`src/rtl/intlit_pkg.sv`:
```
package intlit_pkg;

  // Scanner phase of the literal
  typedef enum logic [2:0] {
    PH_SIGN,
    PH_START,
    PH_ZERO,
    PH_ZRUN,
    PH_RUN,
    PH_SUFFIX,
    PH_LETTER,
    PH_DONE
  } phase_t;

  typedef enum logic [1:0] {
    RX_DEC = 2'd0,
    RX_HEX = 2'd1,
    RX_BIN = 2'd2
  } radix_t;

  typedef enum logic [2:0] {
    SUF_NONE,
    SUF_BYTE,
    SUF_SHORT,
    SUF_INT,
    SUF_LONG
  } suffix_t;

  typedef enum logic [2:0] {
    ERR_OK,
    ERR_UNDERSCORE,
    ERR_LEAD_ZERO,
    ERR_NO_DIGITS,
    ERR_NEG_UNSIGNED,
    ERR_RANGE,
    ERR_ARRAY_SUFFIX,
    ERR_TRAILING
  } err_t;

  typedef enum logic [1:0] {
    TY_BYTE,
    TY_SHORT,
    TY_INT,
    TY_LONG
  } type_t;

  typedef enum logic [1:0] {
    CTX_PLAIN,
    CTX_BYTE,
    CTX_INT,
    CTX_LONG
  } ctx_t;

  // Scanner state carried from one character to the next
  typedef struct packed {
    phase_t      phase;
    radix_t      radix;
    logic        neg;
    logic        uns;
    logic [63:0] mag;
    logic        ovf;
    logic        nonempty;
    logic        lastu;
    suffix_t     suf;
    err_t        ferr;
    logic        trl;
  } scan_t;

  // Scanner state after the last character, plus the requested context
  typedef struct packed {
    scan_t st;
    ctx_t  ctx;
  } snap_t;

  localparam scan_t SCAN_RESET = '{
    phase:    PH_SIGN,
    radix:    RX_DEC,
    neg:      1'b0,
    uns:      1'b0,
    mag:      64'd0,
    ovf:      1'b0,
    nonempty: 1'b0,
    lastu:    1'b0,
    suf:      SUF_NONE,
    ferr:     ERR_OK,
    trl:      1'b0
  };

  // Largest magnitude m with m*10 + d <= 2^63-1 for d <= 7
  localparam logic [63:0] DEC_LIMIT = 64'd922337203685477580;

  // ASCII codes
  localparam logic [7:0] CH_ZERO   = 8'h30;
  localparam logic [7:0] CH_ONE    = 8'h31;
  localparam logic [7:0] CH_NINE   = 8'h39;
  localparam logic [7:0] CH_LA     = 8'h61;
  localparam logic [7:0] CH_LF     = 8'h66;
  localparam logic [7:0] CH_UA     = 8'h41;
  localparam logic [7:0] CH_UF     = 8'h46;
  localparam logic [7:0] CH_MINUS  = 8'h2d;
  localparam logic [7:0] CH_PLUS   = 8'h2b;
  localparam logic [7:0] CH_USCORE = 8'h5f;
  localparam logic [7:0] CH_LX     = 8'h78;
  localparam logic [7:0] CH_UX     = 8'h58;
  localparam logic [7:0] CH_LB     = 8'h62;
  localparam logic [7:0] CH_UB     = 8'h42;
  localparam logic [7:0] CH_LS     = 8'h73;
  localparam logic [7:0] CH_US     = 8'h53;
  localparam logic [7:0] CH_LI     = 8'h69;
  localparam logic [7:0] CH_UI     = 8'h49;
  localparam logic [7:0] CH_LL     = 8'h6c;
  localparam logic [7:0] CH_UL     = 8'h4c;
  localparam logic [7:0] CH_LU     = 8'h75;
  localparam logic [7:0] CH_UU     = 8'h55;

  function automatic suffix_t letter_kind(input logic [7:0] c);
    suffix_t k;
    if (c == CH_LB || c == CH_UB) k = SUF_BYTE;
    else if (c == CH_LS || c == CH_US) k = SUF_SHORT;
    else if (c == CH_LI || c == CH_UI) k = SUF_INT;
    else if (c == CH_LL || c == CH_UL) k = SUF_LONG;
    else k = SUF_NONE;
    return k;
  endfunction

  // Largest positive value of a signed type
  function automatic logic [63:0] pos_limit(input type_t t);
    logic [63:0] r;
    case (t)
      TY_BYTE:  r = 64'd127;
      TY_SHORT: r = 64'd32767;
      TY_INT:   r = 64'd2147483647;
      default:  r = 64'h7fff_ffff_ffff_ffff;
    endcase
    return r;
  endfunction

  // Largest value of an unsigned type (long stays at 2^63-1)
  function automatic logic [63:0] uns_limit(input type_t t);
    logic [63:0] r;
    case (t)
      TY_BYTE:  r = 64'd255;
      TY_SHORT: r = 64'd65535;
      TY_INT:   r = 64'd4294967295;
      default:  r = 64'h7fff_ffff_ffff_ffff;
    endcase
    return r;
  endfunction

endpackage

```
`src/rtl/intlit_scan.sv`:
```
module intlit_scan
  import intlit_pkg::*;
(
  input  logic       clk,
  input  logic       rst,
  input  logic       in_valid,
  output logic       in_ready,
  input  logic [7:0] char_code,
  input  logic       last_char,
  input  logic [1:0] context_req,
  output logic       snap_valid,
  output snap_t      snap,
  input  logic       snap_ready
);

  scan_t scan;
  scan_t scan_next;

  logic        take;
  logic        is_dec;
  logic        is_lo;
  logic        is_up;
  logic        is_us;
  logic [3:0]  dig;
  logic        dig_ok;
  logic [63:0] accum;
  logic        over;
  logic        done;
  logic        do_run;

  assign in_ready = !snap_valid || snap_ready;
  assign take     = in_valid && in_ready;

  // Character classes and digit value under the current radix
  always_comb begin
    is_dec = (char_code >= CH_ZERO) && (char_code <= CH_NINE);
    is_lo  = (char_code >= CH_LA) && (char_code <= CH_LF);
    is_up  = (char_code >= CH_UA) && (char_code <= CH_UF);
    is_us  = (char_code == CH_USCORE);
    if (is_dec) dig = 4'(char_code - CH_ZERO);
    else if (is_lo) dig = 4'(char_code - CH_LA + 8'd10);
    else dig = 4'(char_code - CH_UA + 8'd10);
    case (scan.radix)
      RX_HEX:  dig_ok = is_dec || is_lo || is_up;
      RX_BIN:  dig_ok = (char_code == CH_ZERO) || (char_code == CH_ONE);
      default: dig_ok = is_dec;
    endcase
  end

  // Accumulator step: shifts and adds, overflow against 2^63-1
  always_comb begin
    case (scan.radix)
      RX_HEX: begin
        accum = {scan.mag[59:0], dig};
        over  = |scan.mag[63:59];
      end
      RX_BIN: begin
        accum = {scan.mag[62:0], dig[0]};
        over  = |scan.mag[63:62];
      end
      default: begin
        accum = {scan.mag[60:0], 3'b000} + {scan.mag[62:0], 1'b0} + {60'd0, dig};
        over  = (scan.mag > DEC_LIMIT) || ((scan.mag == DEC_LIMIT) && (dig > 4'd7));
      end
    endcase
  end

  // One character through the phase chain
  always_comb begin
    scan_next = scan;
    done      = 1'b0;
    do_run    = 1'b0;
    if (scan.ferr == ERR_OK) begin
      if (scan_next.phase == PH_SIGN) begin
        scan_next.phase = PH_START;
        if (char_code == CH_MINUS) begin
          scan_next.neg = 1'b1;
          done          = 1'b1;
        end else if (char_code == CH_PLUS) begin
          done = 1'b1;
        end
      end
      if (!done && scan_next.phase == PH_START) begin
        if (char_code == CH_ZERO) begin
          scan_next.phase = PH_ZERO;
          done            = 1'b1;
        end else begin
          scan_next.phase = PH_RUN;
          scan_next.radix = RX_DEC;
        end
      end
      if (!done && scan_next.phase == PH_ZERO) begin
        if (char_code == CH_LX || char_code == CH_UX) begin
          scan_next.radix = RX_HEX;
          scan_next.phase = PH_RUN;
          done            = 1'b1;
        end else if (char_code == CH_LB || char_code == CH_UB) begin
          scan_next.radix = RX_BIN;
          scan_next.phase = PH_RUN;
          done            = 1'b1;
        end else if (is_us || is_dec) begin
          scan_next.phase = PH_ZRUN;
        end else begin
          scan_next.phase = PH_SUFFIX;
        end
      end
      // digits after a leading zero always end in an error
      if (!done && scan_next.phase == PH_ZRUN) begin
        done = 1'b1;
        if (is_us || is_dec) do_run = 1'b1;
        else scan_next.ferr = scan.lastu ? ERR_UNDERSCORE : ERR_LEAD_ZERO;
      end
      if (!done && scan_next.phase == PH_RUN) begin
        if (is_us || dig_ok) begin
          do_run = 1'b1;
          done   = 1'b1;
        end else if (!scan.nonempty) begin
          scan_next.ferr = ERR_NO_DIGITS;
          done           = 1'b1;
        end else if (scan.lastu) begin
          scan_next.ferr = ERR_UNDERSCORE;
          done           = 1'b1;
        end else begin
          scan_next.phase = PH_SUFFIX;
        end
      end
      if (!done && scan_next.phase == PH_SUFFIX) begin
        done = 1'b1;
        if (char_code == CH_LU || char_code == CH_UU) begin
          scan_next.uns   = 1'b1;
          scan_next.phase = PH_LETTER;
        end else if (char_code == CH_LS || char_code == CH_US) begin
          scan_next.phase = PH_LETTER;
        end else begin
          scan_next.suf   = letter_kind(char_code);
          scan_next.trl   = (letter_kind(char_code) == SUF_NONE) || scan.trl;
          scan_next.phase = PH_DONE;
        end
      end
      if (!done && scan_next.phase == PH_LETTER) begin
        done            = 1'b1;
        scan_next.phase = PH_DONE;
        if (letter_kind(char_code) == SUF_NONE) begin
          scan_next.suf = scan.uns ? SUF_NONE : SUF_SHORT;
          scan_next.trl = 1'b1;
        end else begin
          scan_next.suf = letter_kind(char_code);
        end
      end
      if (!done && scan_next.phase == PH_DONE) begin
        scan_next.trl = 1'b1;
      end
      // one character of a digit run
      if (do_run) begin
        if (is_us) begin
          if (!scan.nonempty || scan.lastu) begin
            scan_next.ferr = ERR_UNDERSCORE;
          end else begin
            scan_next.nonempty = 1'b1;
            scan_next.lastu    = 1'b1;
          end
        end else begin
          scan_next.nonempty = 1'b1;
          scan_next.lastu    = 1'b0;
          if (!scan.ovf) begin
            if (over) scan_next.ovf = 1'b1;
            else scan_next.mag = accum;
          end
        end
      end
    end
  end

  // State update; the last character hands the state over and clears it
  always_ff @(posedge clk) begin
    if (rst) begin
      scan       <= SCAN_RESET;
      snap_valid <= 1'b0;
    end else begin
      if (take && last_char) begin
        snap_valid <= 1'b1;
      end else if (snap_ready) begin
        snap_valid <= 1'b0;
      end
      if (take) begin
        if (last_char) begin
          scan <= SCAN_RESET;
        end else begin
          scan <= scan_next;
        end
      end
    end
  end

  always_ff @(posedge clk) begin
    if (take && last_char) begin
      snap.st  <= scan_next;
      snap.ctx <= ctx_t'(context_req);
    end
  end

endmodule

```
`src/rtl/intlit_eval.sv`:
```
module intlit_eval
  import intlit_pkg::*;
(
  input  logic        clk,
  input  logic        rst,
  input  logic        snap_valid,
  input  snap_t       snap,
  output logic        snap_ready,
  output logic        out_valid,
  input  logic        out_ready,
  output logic [63:0] value,
  output logic [1:0]  type_code,
  output logic [2:0]  error_code
);

  err_t        ferr;
  suffix_t     suf;
  type_t       ty;
  err_t        err;
  logic [63:0] mag;
  logic [63:0] val;
  logic [63:0] uns_val;
  logic        bad_suffix;

  assign snap_ready = !out_valid || out_ready;
  assign mag        = snap.st.mag;

  // End-of-literal checks left open by the phase
  always_comb begin
    ferr = snap.st.ferr;
    suf  = snap.st.suf;
    if (ferr == ERR_OK) begin
      case (snap.st.phase)
        PH_SIGN, PH_START: ferr = ERR_NO_DIGITS;
        PH_ZRUN: ferr = snap.st.lastu ? ERR_UNDERSCORE : ERR_LEAD_ZERO;
        PH_RUN: begin
          if (!snap.st.nonempty) ferr = ERR_NO_DIGITS;
          else if (snap.st.lastu) ferr = ERR_UNDERSCORE;
        end
        PH_LETTER: if (!snap.st.uns) suf = SUF_SHORT;
        default: ;
      endcase
    end
  end

  // Target type: the suffix, else the default of the context
  always_comb begin
    case (suf)
      SUF_BYTE:  ty = TY_BYTE;
      SUF_SHORT: ty = TY_SHORT;
      SUF_INT:   ty = TY_INT;
      SUF_LONG:  ty = TY_LONG;
      default: begin
        case (snap.ctx)
          CTX_BYTE: ty = TY_BYTE;
          CTX_LONG: ty = TY_LONG;
          default:  ty = TY_INT;
        endcase
      end
    endcase
  end

  // Unsigned values keep the bit pattern of their width
  always_comb begin
    case (ty)
      TY_BYTE:  uns_val = {{56{mag[7]}}, mag[7:0]};
      TY_SHORT: uns_val = {{48{mag[15]}}, mag[15:0]};
      TY_INT:   uns_val = {{32{mag[31]}}, mag[31:0]};
      default:  uns_val = mag;
    endcase
  end

  // Error precedence and range check
  always_comb begin
    bad_suffix = (suf != SUF_NONE) &&
                 (((snap.ctx == CTX_BYTE) && (suf != SUF_BYTE)) ||
                  ((snap.ctx == CTX_INT) && (suf == SUF_LONG)));
    err = ERR_OK;
    val = 64'd0;
    if (ferr != ERR_OK) begin
      err = ferr;
    end else if (bad_suffix) begin
      err = ERR_ARRAY_SUFFIX;
    end else if (snap.st.uns && snap.st.neg) begin
      err = ERR_NEG_UNSIGNED;
    end else if (snap.st.ovf) begin
      err = ERR_RANGE;
    end else if (snap.st.uns) begin
      if (mag > uns_limit(ty)) err = ERR_RANGE;
      else val = uns_val;
    end else if (snap.st.neg) begin
      if (mag > pos_limit(ty) + 64'd1) err = ERR_RANGE;
      else val = 64'd0 - mag;
    end else begin
      if (mag > pos_limit(ty)) err = ERR_RANGE;
      else val = mag;
    end
    if (err == ERR_OK && snap.st.trl) err = ERR_TRAILING;
  end

  // Result register
  always_ff @(posedge clk) begin
    if (rst) begin
      out_valid <= 1'b0;
    end else if (snap_ready) begin
      out_valid <= snap_valid;
    end
  end

  always_ff @(posedge clk) begin
    if (snap_ready && snap_valid) begin
      if (err == ERR_OK) begin
        value     <= val;
        type_code <= ty;
      end else begin
        value     <= 64'd0;
        type_code <= TY_BYTE;
      end
      error_code <= err;
    end
  end

endmodule

```
`src/rtl/integer_literal_lexer.sv`:
```
// Integer literal lexer: takes one character of a literal per cycle (optional
// sign, 0x / 0b / decimal digits with single underscores, optional b s i l u
// suffix) and, on the character marked last_char, returns one item with the
// sign-extended value, its type and an error code; other characters return
// nothing. A new character is taken every cycle while out_ready is high. The
// last character's scanner state is registered in the character scanner,
// whose longest path is the decimal accumulator (mag*10 + digit as shifts
// and two adds), and then in the result register after the range check and
// negation. context_req counts only on the last character.
module integer_literal_lexer
  import intlit_pkg::*;
(
  input  logic        clk,
  input  logic        rst,
  input  logic        in_valid,
  output logic        in_ready,
  input  logic [7:0]  char_code,
  input  logic        last_char,
  input  logic [1:0]  context_req,
  output logic        out_valid,
  input  logic        out_ready,
  output logic [63:0] value,
  output logic [1:0]  type_code,
  output logic [2:0]  error_code
);

  logic  snap_valid;
  logic  snap_ready;
  snap_t snap;

  // Character scanner
  intlit_scan u_scan (
    .clk         (clk),
    .rst         (rst),
    .in_valid    (in_valid),
    .in_ready    (in_ready),
    .char_code   (char_code),
    .last_char   (last_char),
    .context_req (context_req),
    .snap_valid  (snap_valid),
    .snap        (snap),
    .snap_ready  (snap_ready)
  );

  // Range check and result register
  intlit_eval u_eval (
    .clk        (clk),
    .rst        (rst),
    .snap_valid (snap_valid),
    .snap       (snap),
    .snap_ready (snap_ready),
    .out_valid  (out_valid),
    .out_ready  (out_ready),
    .value      (value),
    .type_code  (type_code),
    .error_code (error_code)
  );

endmodule

```
`config.mk`:
```
export PLATFORM = sky130hd
export DESIGN_NAME = integer_literal_lexer
export DESIGN_NICKNAME = d
export VERILOG_FILES = /design/src/rtl/intlit_pkg.sv /design/src/rtl/intlit_scan.sv /design/src/rtl/intlit_eval.sv /design/src/rtl/integer_literal_lexer.sv
export SDC_FILE = /design/constraint.sdc
export NUM_CORES = 1
export LEC_CHECK = 0
export ABC_AREA = 1
export BUFFER_PORTS_ARGS = -buffer_cell sky130_fd_sc_hd__buf_2
export CAP_MARGIN = 20
export CORE_ASPECT_RATIO = 2
export CORE_MARGIN = 3
export CORE_UTILIZATION = 25
export CTS_CLUSTER_DIAMETER = 100
export DETAILED_ROUTE_END_ITERATION = 10
export PLACE_DENSITY = 0.37
export SYNTH_ARGS = -nofsm -noshare
export SYNTH_HDL_FRONTEND = slang
export SYNTH_SLANG_ARGS = --single-unit
```
`constraint.sdc`:
```
create_clock -name clk -period 8.4 [get_ports clk]
set_input_delay 1.68 -clock clk [delete_from_list [all_inputs] [get_ports clk]]
set_output_delay 1.68 -clock clk [all_outputs]
set_load 0.05 [all_outputs]
```
==> run_results.csv, run 1 <==
group,metric,value,unit
finish,final_cells,4062,
clock_network,clk_path_buf_depth,3,
clock_network,holdBufCountCts,0,
run,drv_cap,0,
yosys,synth_area_leaders,"edfxtp_1, nand2_1, ha_1, dfxtp_1, a21oi_1",
drt,drt-wirelength-per-cell,19.3,µm
worst_hold_path,hold_path_depth,2,
yosys,async_reset_ff_share,0,%
clock_network,path_clk_slew,0.07,ns
critical_path,path_class,"input port to flip-flop",
finish,drive_gt1_share,6.49,%
yosys,synth_cell_types,63,
global_route,first_global_vias,20700,
critical_path,rr_startpoint,"u_scan.snap[5]",
critical_path,path_common_cell,"nand2_1",
die,std_cell_rows,147,
power,irDropWorstVdd,0.000115,V
power,intPower,1.98,mW
yosys,synth.most_common_cell,"nand2_1",
die,pin_count,86,
drt,ant_nets,0,
timing,hold_viol,0,
yosys,synth-edff-count,150,
die,die_h,409,µm
timing,finalSetupViolCount,0,
timing,rsz0062_at_grt,"no",
power,finalPower,2.77,mW
critical_path,worst_setup_path_end_kind,"flip-flop",
power,power_frac_comb,13.0,%
drt,drc,0,
critical_path,r2r-end,"u_eval.type_code[1]",
drt,first_pass_iters,5,
power,p_sw_share,28.5,%
clock_network,cts_tree,"done",
placed_design,io_buffers,85,
clock_network,cts_setup_buffers,0,
timing,maxSlewViolCount,0,
timing,post-route-min-period,6.53,ns
critical_path,startpoint_type,"input port",
power,leakage,9.42,nW
die,dieArea,84900,µm²
critical_path,critPathArrivalTime,7.01,ns
timing,tightest_slew,1.08,ns
timing,max_clock_freq,153,MHz
die,initial_core_util,25.3,%
critical_path,crit_slowest_cell,"o21ai_0",
critical_path,cp_max_fo,7,
finish,nFillCells,8884,
critical_path,rrSetupSlack,2.20,ns
clock_network,cts_resized,0,
worst_hold_path,hold-path-endpoint,"u_scan.scan[3]",
placed_design,dp_hpwl,62400,µm
global_route,grt_start_max_net_pins,79,
yosys,yosys.area.top_type,"edfxtp_1",
drt,via_per_inst,4.96,
finish,antenna_cells,0,
run_status,status,"complete, no violations",
die,die_x,208,µm
finish,finalNetCount,3187,
yosys,synth_top_area_share,22.2,%
clock_network,clk_latency,0.55,ns
global_route,antenna_found_initial,0,
worst_hold_path,hp-start,"u_scan.scan[3]",
critical_path,worstPathRequired,8.88,ns
timing,finalSetupTns,0,ns
timing,clock_skew,0.0147,ns
clock_network,cts.sinks,233,
placed_design,dp.cells,4016,
timing,hold_slack,0.471,ns
clock_network,numCtsBuffers,25,
placed_design,place_congestion,0.944,
yosys,synth-main-ff-cell,"edfxtp_1",
finish,finalInstanceArea,22600,µm²
timing,finalCritPeriodShare,77.7,%
finish,syn_to_final_growth,11.5,%
yosys,postSynthCellCount,2969,
yosys,yosysWarnings,0,
drt,vias,20200,
power,p_switching,0.789,mW
yosys,ys_top_cells_by_count,"nand2_1, inv_1, nor2_1, a21oi_1, o21ai_0",
yosys,syn_area,20300,µm²
clock_network,h-tree-depth,1,
yosys,syn_nets,3155,
timing,slew_headroom,27.4,%
yosys,synth_seq_cells,233,
power,p_seq_share,45.9,%
drt,drt_iter0_drc,1071,
clock_network,root_buffer,"clkbuf_16",
critical_path,cpPeakStageDelay,0.55,ns
yosys,avgSynthCellArea,6.84,µm²
power,clkPwrFrac,41.1,%
worst_hold_path,hold_path_class,"flip-flop to flip-flop",
global_route,grt_pass1_wl,121000,µm
power,power_density,122,nW/µm²
placed_design,placed_cell_area,21800,µm²
yosys,synth_seq_area_share,30.4,%
drt,drt_wl_total,78400,µm
critical_path,rr_worst_depth,31,
global_route,grt.overflow.total,0,
global_route,track_usage,17.9,%
die,core-area,80400,µm²
-- metrics by stage --
step | worst slack [ns] | util (%)
after global routing | 1.33 | 28.2
after floorplan | 2.71 | -
after CTS | 1.86 | 28.2
after global placement | 1.34 | 27.1
final | 1.87 | 28.2
after detailed placement | 1.29 | 27.1
-- cell families (layout without fill, tap and decap cells) --
family                     after synthesis  in the layout  share of synthesized area, %
adders and majority gates              171            171                          10.6
xor gates and xnor gates                66             66                          2.85
and+or+nand+nor                       1283           1283                          26.5
DFF                                    233            233                          30.4
AOI/OAI and AO/OA                      747            747                          20.8
other                                    1              1                        0.0185
buffers and inverters                  468            518                          8.94
-- routing by layer --
metal	global-route usage (%)	vias to the layer above	routed length [µm]
li1	-	10200	-
met1	19.8	9439	30500
met2	35.3	431	42500
met3	1.01	106	2250
met4	6.95	0	3120
met5	0	-	0
-- sequential cells by signal (all words and copies together), names as in the netlist --
register and flops:
u_eval.value 64, u_eval.error_code 3, u_scan.snap 81, u_scan.snap_valid 1, u_scan.scan 81, u_eval.type_code 2
u_eval.out_valid 1
-- cells in the final DEF, fill, tap and decap left out, types with 12 or more instances in the layout --
cell / n
a21oi_1: 300
a221o_1: 14
a221oi_1: 14
a22oi_1: 17
a31oi_1: 28
buf_2: 85
buf_4: 27
clkbuf_16: 25
dfxtp_1: 83
edfxtp_1: 150
ha_1: 168
inv_1: 350
nand2_1: 659
nand3_1: 148
nand4_1: 30
nor2_1: 312
nor2_2: 13
nor3_1: 69
nor4_1: 18
o211ai_1: 12
o21ai_0: 245
o21ai_1: 22
o22ai_1: 26
xor2_1: 55
-- power by group through the flow --
| stage | logic, mW | registers (mW) | clock network [mW] |
|---|---|---|---|
| after floorplan | 0.228 | 1.32 | 0 |
| after global placement | 0.362 | 1.29 | 0 |
| after detailed placement | 0.363 | 1.29 | 0 |
| after CTS | 0.364 | 1.27 | 1.19 |
| after global routing | 0.405 | 1.27 | 1.22 |
| final | 0.360 | 1.27 | 1.14 |
-- worst max path at each step --
stage,from,to,slack [ns],cells after the start
CTS,char_code[0],u_scan.scan[62],1.86,29
global route,char_code[0],u_scan.scan[62],1.33,29
detailed placement,char_code[0],u_scan.scan[62],1.29,29
floorplan,char_code[0],u_scan.snap[75],2.71,26
global placement,char_code[0],u_scan.scan[62],1.34,29
finish,char_code[0],u_scan.scan[62],1.87,29
-- worst max-delay path, delay by kind of cell --
| family | cells | cell delay, ns |
|---|---|---|
| compound gates | 8 | 1.78 |
| xor+xnor | 1 | 0.19 |
| fa+ha+maj | 3 | 1.21 |
| buf+inv | 5 | 0.50 |
| simple gates | 12 | 1.60 |
-- area by class of cell --
class	count	area, µm²	share of cell area (%)
multi-input cells	2268	12400	54.6
clock buffers	31	678	2.99
well taps	1043	1310	5.76
clock inverters	14	144	0.635
inverters	360	1350	5.97
flip-flops and latches	233	6170	27.2
repair buffers	113	639	2.82
Note: power is estimated with default switching activity, not from simulation.
==> run 2: changes to the inputs <==
==> constraint.sdc (replaced) <==
create_clock -name clk -period 6.7 [get_ports clk]
set_input_delay 1.34 -clock clk [delete_from_list [all_inputs] [get_ports clk]]
set_output_delay 1.34 -clock clk [all_outputs]
set_load 0.05 [all_outputs]
==> run 2 against run 1 <==
Worst hold slack got worse by 0.022 ns. Sequential share of layout area fell by 0.20 points. Wire length rose by 3.1%. Critical path depth rose by 1. Critical endpoint is now u_eval.value[53]. Largest cell class unchanged. Highest routed layer unchanged.
==> run_results.csv, run 2 (synthesis results as in run 1) <==
group,metric,value,unit
run_status,status,"complete, no violations",
timing,finalSetupTns,0,ns
die,pin_count,86,
finish,reg_top3,"u_scan.scan: 81 flops, u_scan.snap: 81 flops, u_eval.value: 64 flops",
power,finalPower,3.53,mW
timing,clock_skew,0.0234,ns
finish,finalInstanceArea,22800,µm²
critical_path,startpoint,"u_scan.snap[76]",
critical_path,worstPathRequired,6.99,ns
timing,finalSetupViolCount,0,
run,drv_cap,0,
die,std_cell_rows,147,
global_route,antenna_found_initial,1,
worst_hold_path,hold-path-endpoint,"u_scan.scan[3]",
placed_design,placed_cell_area,21900,µm²
drt,via_per_inst,5.00,
power,power_density,155,nW/µm²
global_route,first_global_vias,20400,
die,die_h,409,µm
placed_design,dp_hpwl,64200,µm
critical_path,critPathArrivalTime,6.32,ns
drt,drt_wl_total,80800,µm
clock_network,h-tree-depth,1,
die,dieArea,84900,µm²
drt,drt-wirelength-per-cell,19.8,µm
timing,finalCritPeriodShare,90.0,%
placed_design,dp_worst_setup_slack,0.326,ns
critical_path,startpoint_type,"flip-flop",
clock_network,root_buffer,"clkbuf_16",
worst_hold_path,hold_path_depth,2,
die,die_x,208,µm
timing,post-route-min-period,6.03,ns
critical_path,path_common_cell,"nand2_1",
timing,slew_headroom,29.9,%
worst_hold_path,hold_path_class,"flip-flop to flip-flop",
clock_network,path_clk_slew,0.07,ns
drt,ant_nets,0,
finish,final_cell_mix,"nand2_1, inv_1, nor2_1",
timing,hold_viol,0,
critical_path,path_class,"flip-flop to flip-flop",
timing,tightest_slew,1.05,ns
die,core-area,80400,µm²
drt,drt_iter0_drc,1185,
timing,max_clock_freq,166,MHz
global_route,grt_start_max_net_pins,75,
placed_design,io_buffers,85,
timing,maxSlewViolCount,0,
placed_design,place_congestion,0.938,
clock_network,clk_latency,0.57,ns
critical_path,worst_setup_path_end_kind,"flip-flop",
critical_path,cpPeakStageDelay,0.47,ns
global_route,grt.overflow.total,0,
critical_path,crit_buf_inv,7,
global_route,track_usage,18.4,%
finish,drive_gt1_share,7.18,%
clock_network,cts_tree,"done",
die,initial_core_util,25.3,%
clock_network,numCtsBuffers,26,
power,leakage,9.53,nW
global_route,grt_pass1_wl,124000,µm
critical_path,crit_slowest_cell,"buf_4",
critical_path,rr_worst_depth,30,
critical_path,cp_top_family,"simple AND/OR/NAND/NOR gates",
clock_network,cts_setup_buffers,0,
worst_hold_path,hp-start,"u_scan.scan[3]",
clock_network,cts.sinks,233,
finish,layout_commonest_cell,"nand2_1",
critical_path,r2r-end,"u_eval.value[53]",
clock_network,clk_path_buf_depth,3,
drt,first_pass_iters,6,
timing,layout_setup_ws,0.671,ns
finish,syn_to_final_growth,12.4,%
finish,finalNetCount,3202,
timing,rsz0062_at_grt,"no",
drt,vias,20400,
drt,drc,0,
critical_path,rr_startpoint,"u_scan.snap[76]",
critical_path,cp_max_fo,50,
power,irDropWorstVdd,0.000165,V
critical_path,rrSetupSlack,0.67,ns
critical_path,cp.depth,30,
[run 2: tightest hold or removal path, delay by kind of cell (launching register included)]
family	cells	cell delay [ns]
flops	1	0.32
simple gates	1	0.03
buf+inv	1	0.05
[run 2: worst max path at each step]
stage,to,slack [ns]
6_report,u_eval.value[53],0.67
3_5_place_dp,u_scan.scan[63],0.33
5_1_grt,u_eval.value[59],0.001
4_1_cts,u_eval.value[59],0.36
2_1_floorplan,u_scan.snap[75],1.35
3_3_place_gp,u_scan.scan[56],0.40
[run 2: repair_timing]
| action | CTS | global route |
|---|---|---|
| hold buffers | 0 | 0 |
| setup endpoints to repair | 0 | 66 |
| resized for setup | 0 | 2 |
| endpoints found under the hold margin | 0 | 0 |
[run 2: area by class of cell]
class / instances / area, µm²
clock buffer: 32 / 746
clock inverter: 16 / 129
timing repair buffer: 127 / 742
antenna: 2 / 5.00
tap: 1043 / 1310
multi-input combinational: 2268 / 12400
sequential: 233 / 6170
fill: 8745 / 57600
inverter: 360 / 1360
[run 2: stage by stage]
| stage | std cells | hold WS [ns] | utilization, % |
|---|---|---|---|
| 2_1_floorplan | 2969 | 0.421 | - |
| 3_3_place_gp | 4030 | 0.444 | 27.3 |
| 3_5_place_dp | 4031 | 0.445 | 27.3 |
| 4_1_cts | 4079 | 0.456 | 28.4 |
| 5_1_grt | 4079 | 0.495 | 28.4 |
| 6_report | 4081 | 0.449 | 28.4 |
[run 2: report_power, final]
group | switching [mW] | internal, mW | leakage [nW]
Combinational | 0.339 | 0.121 | 6.99
Sequential | 0.0331 | 1.56 | 2.12
Clock | 0.668 | 0.806 | 0.430
[run 2: layer usage]
metal | part of all wire, % | wire (µm) | GRT usage [%]
met1 | 39 | 31800 | 20.8
met4 | 4.0 | 3260 | 6.91
met3 | 2.9 | 2360 | 1.24
met5 | 0 | 0 | 0
met2 | 54 | 43400 | 35.8
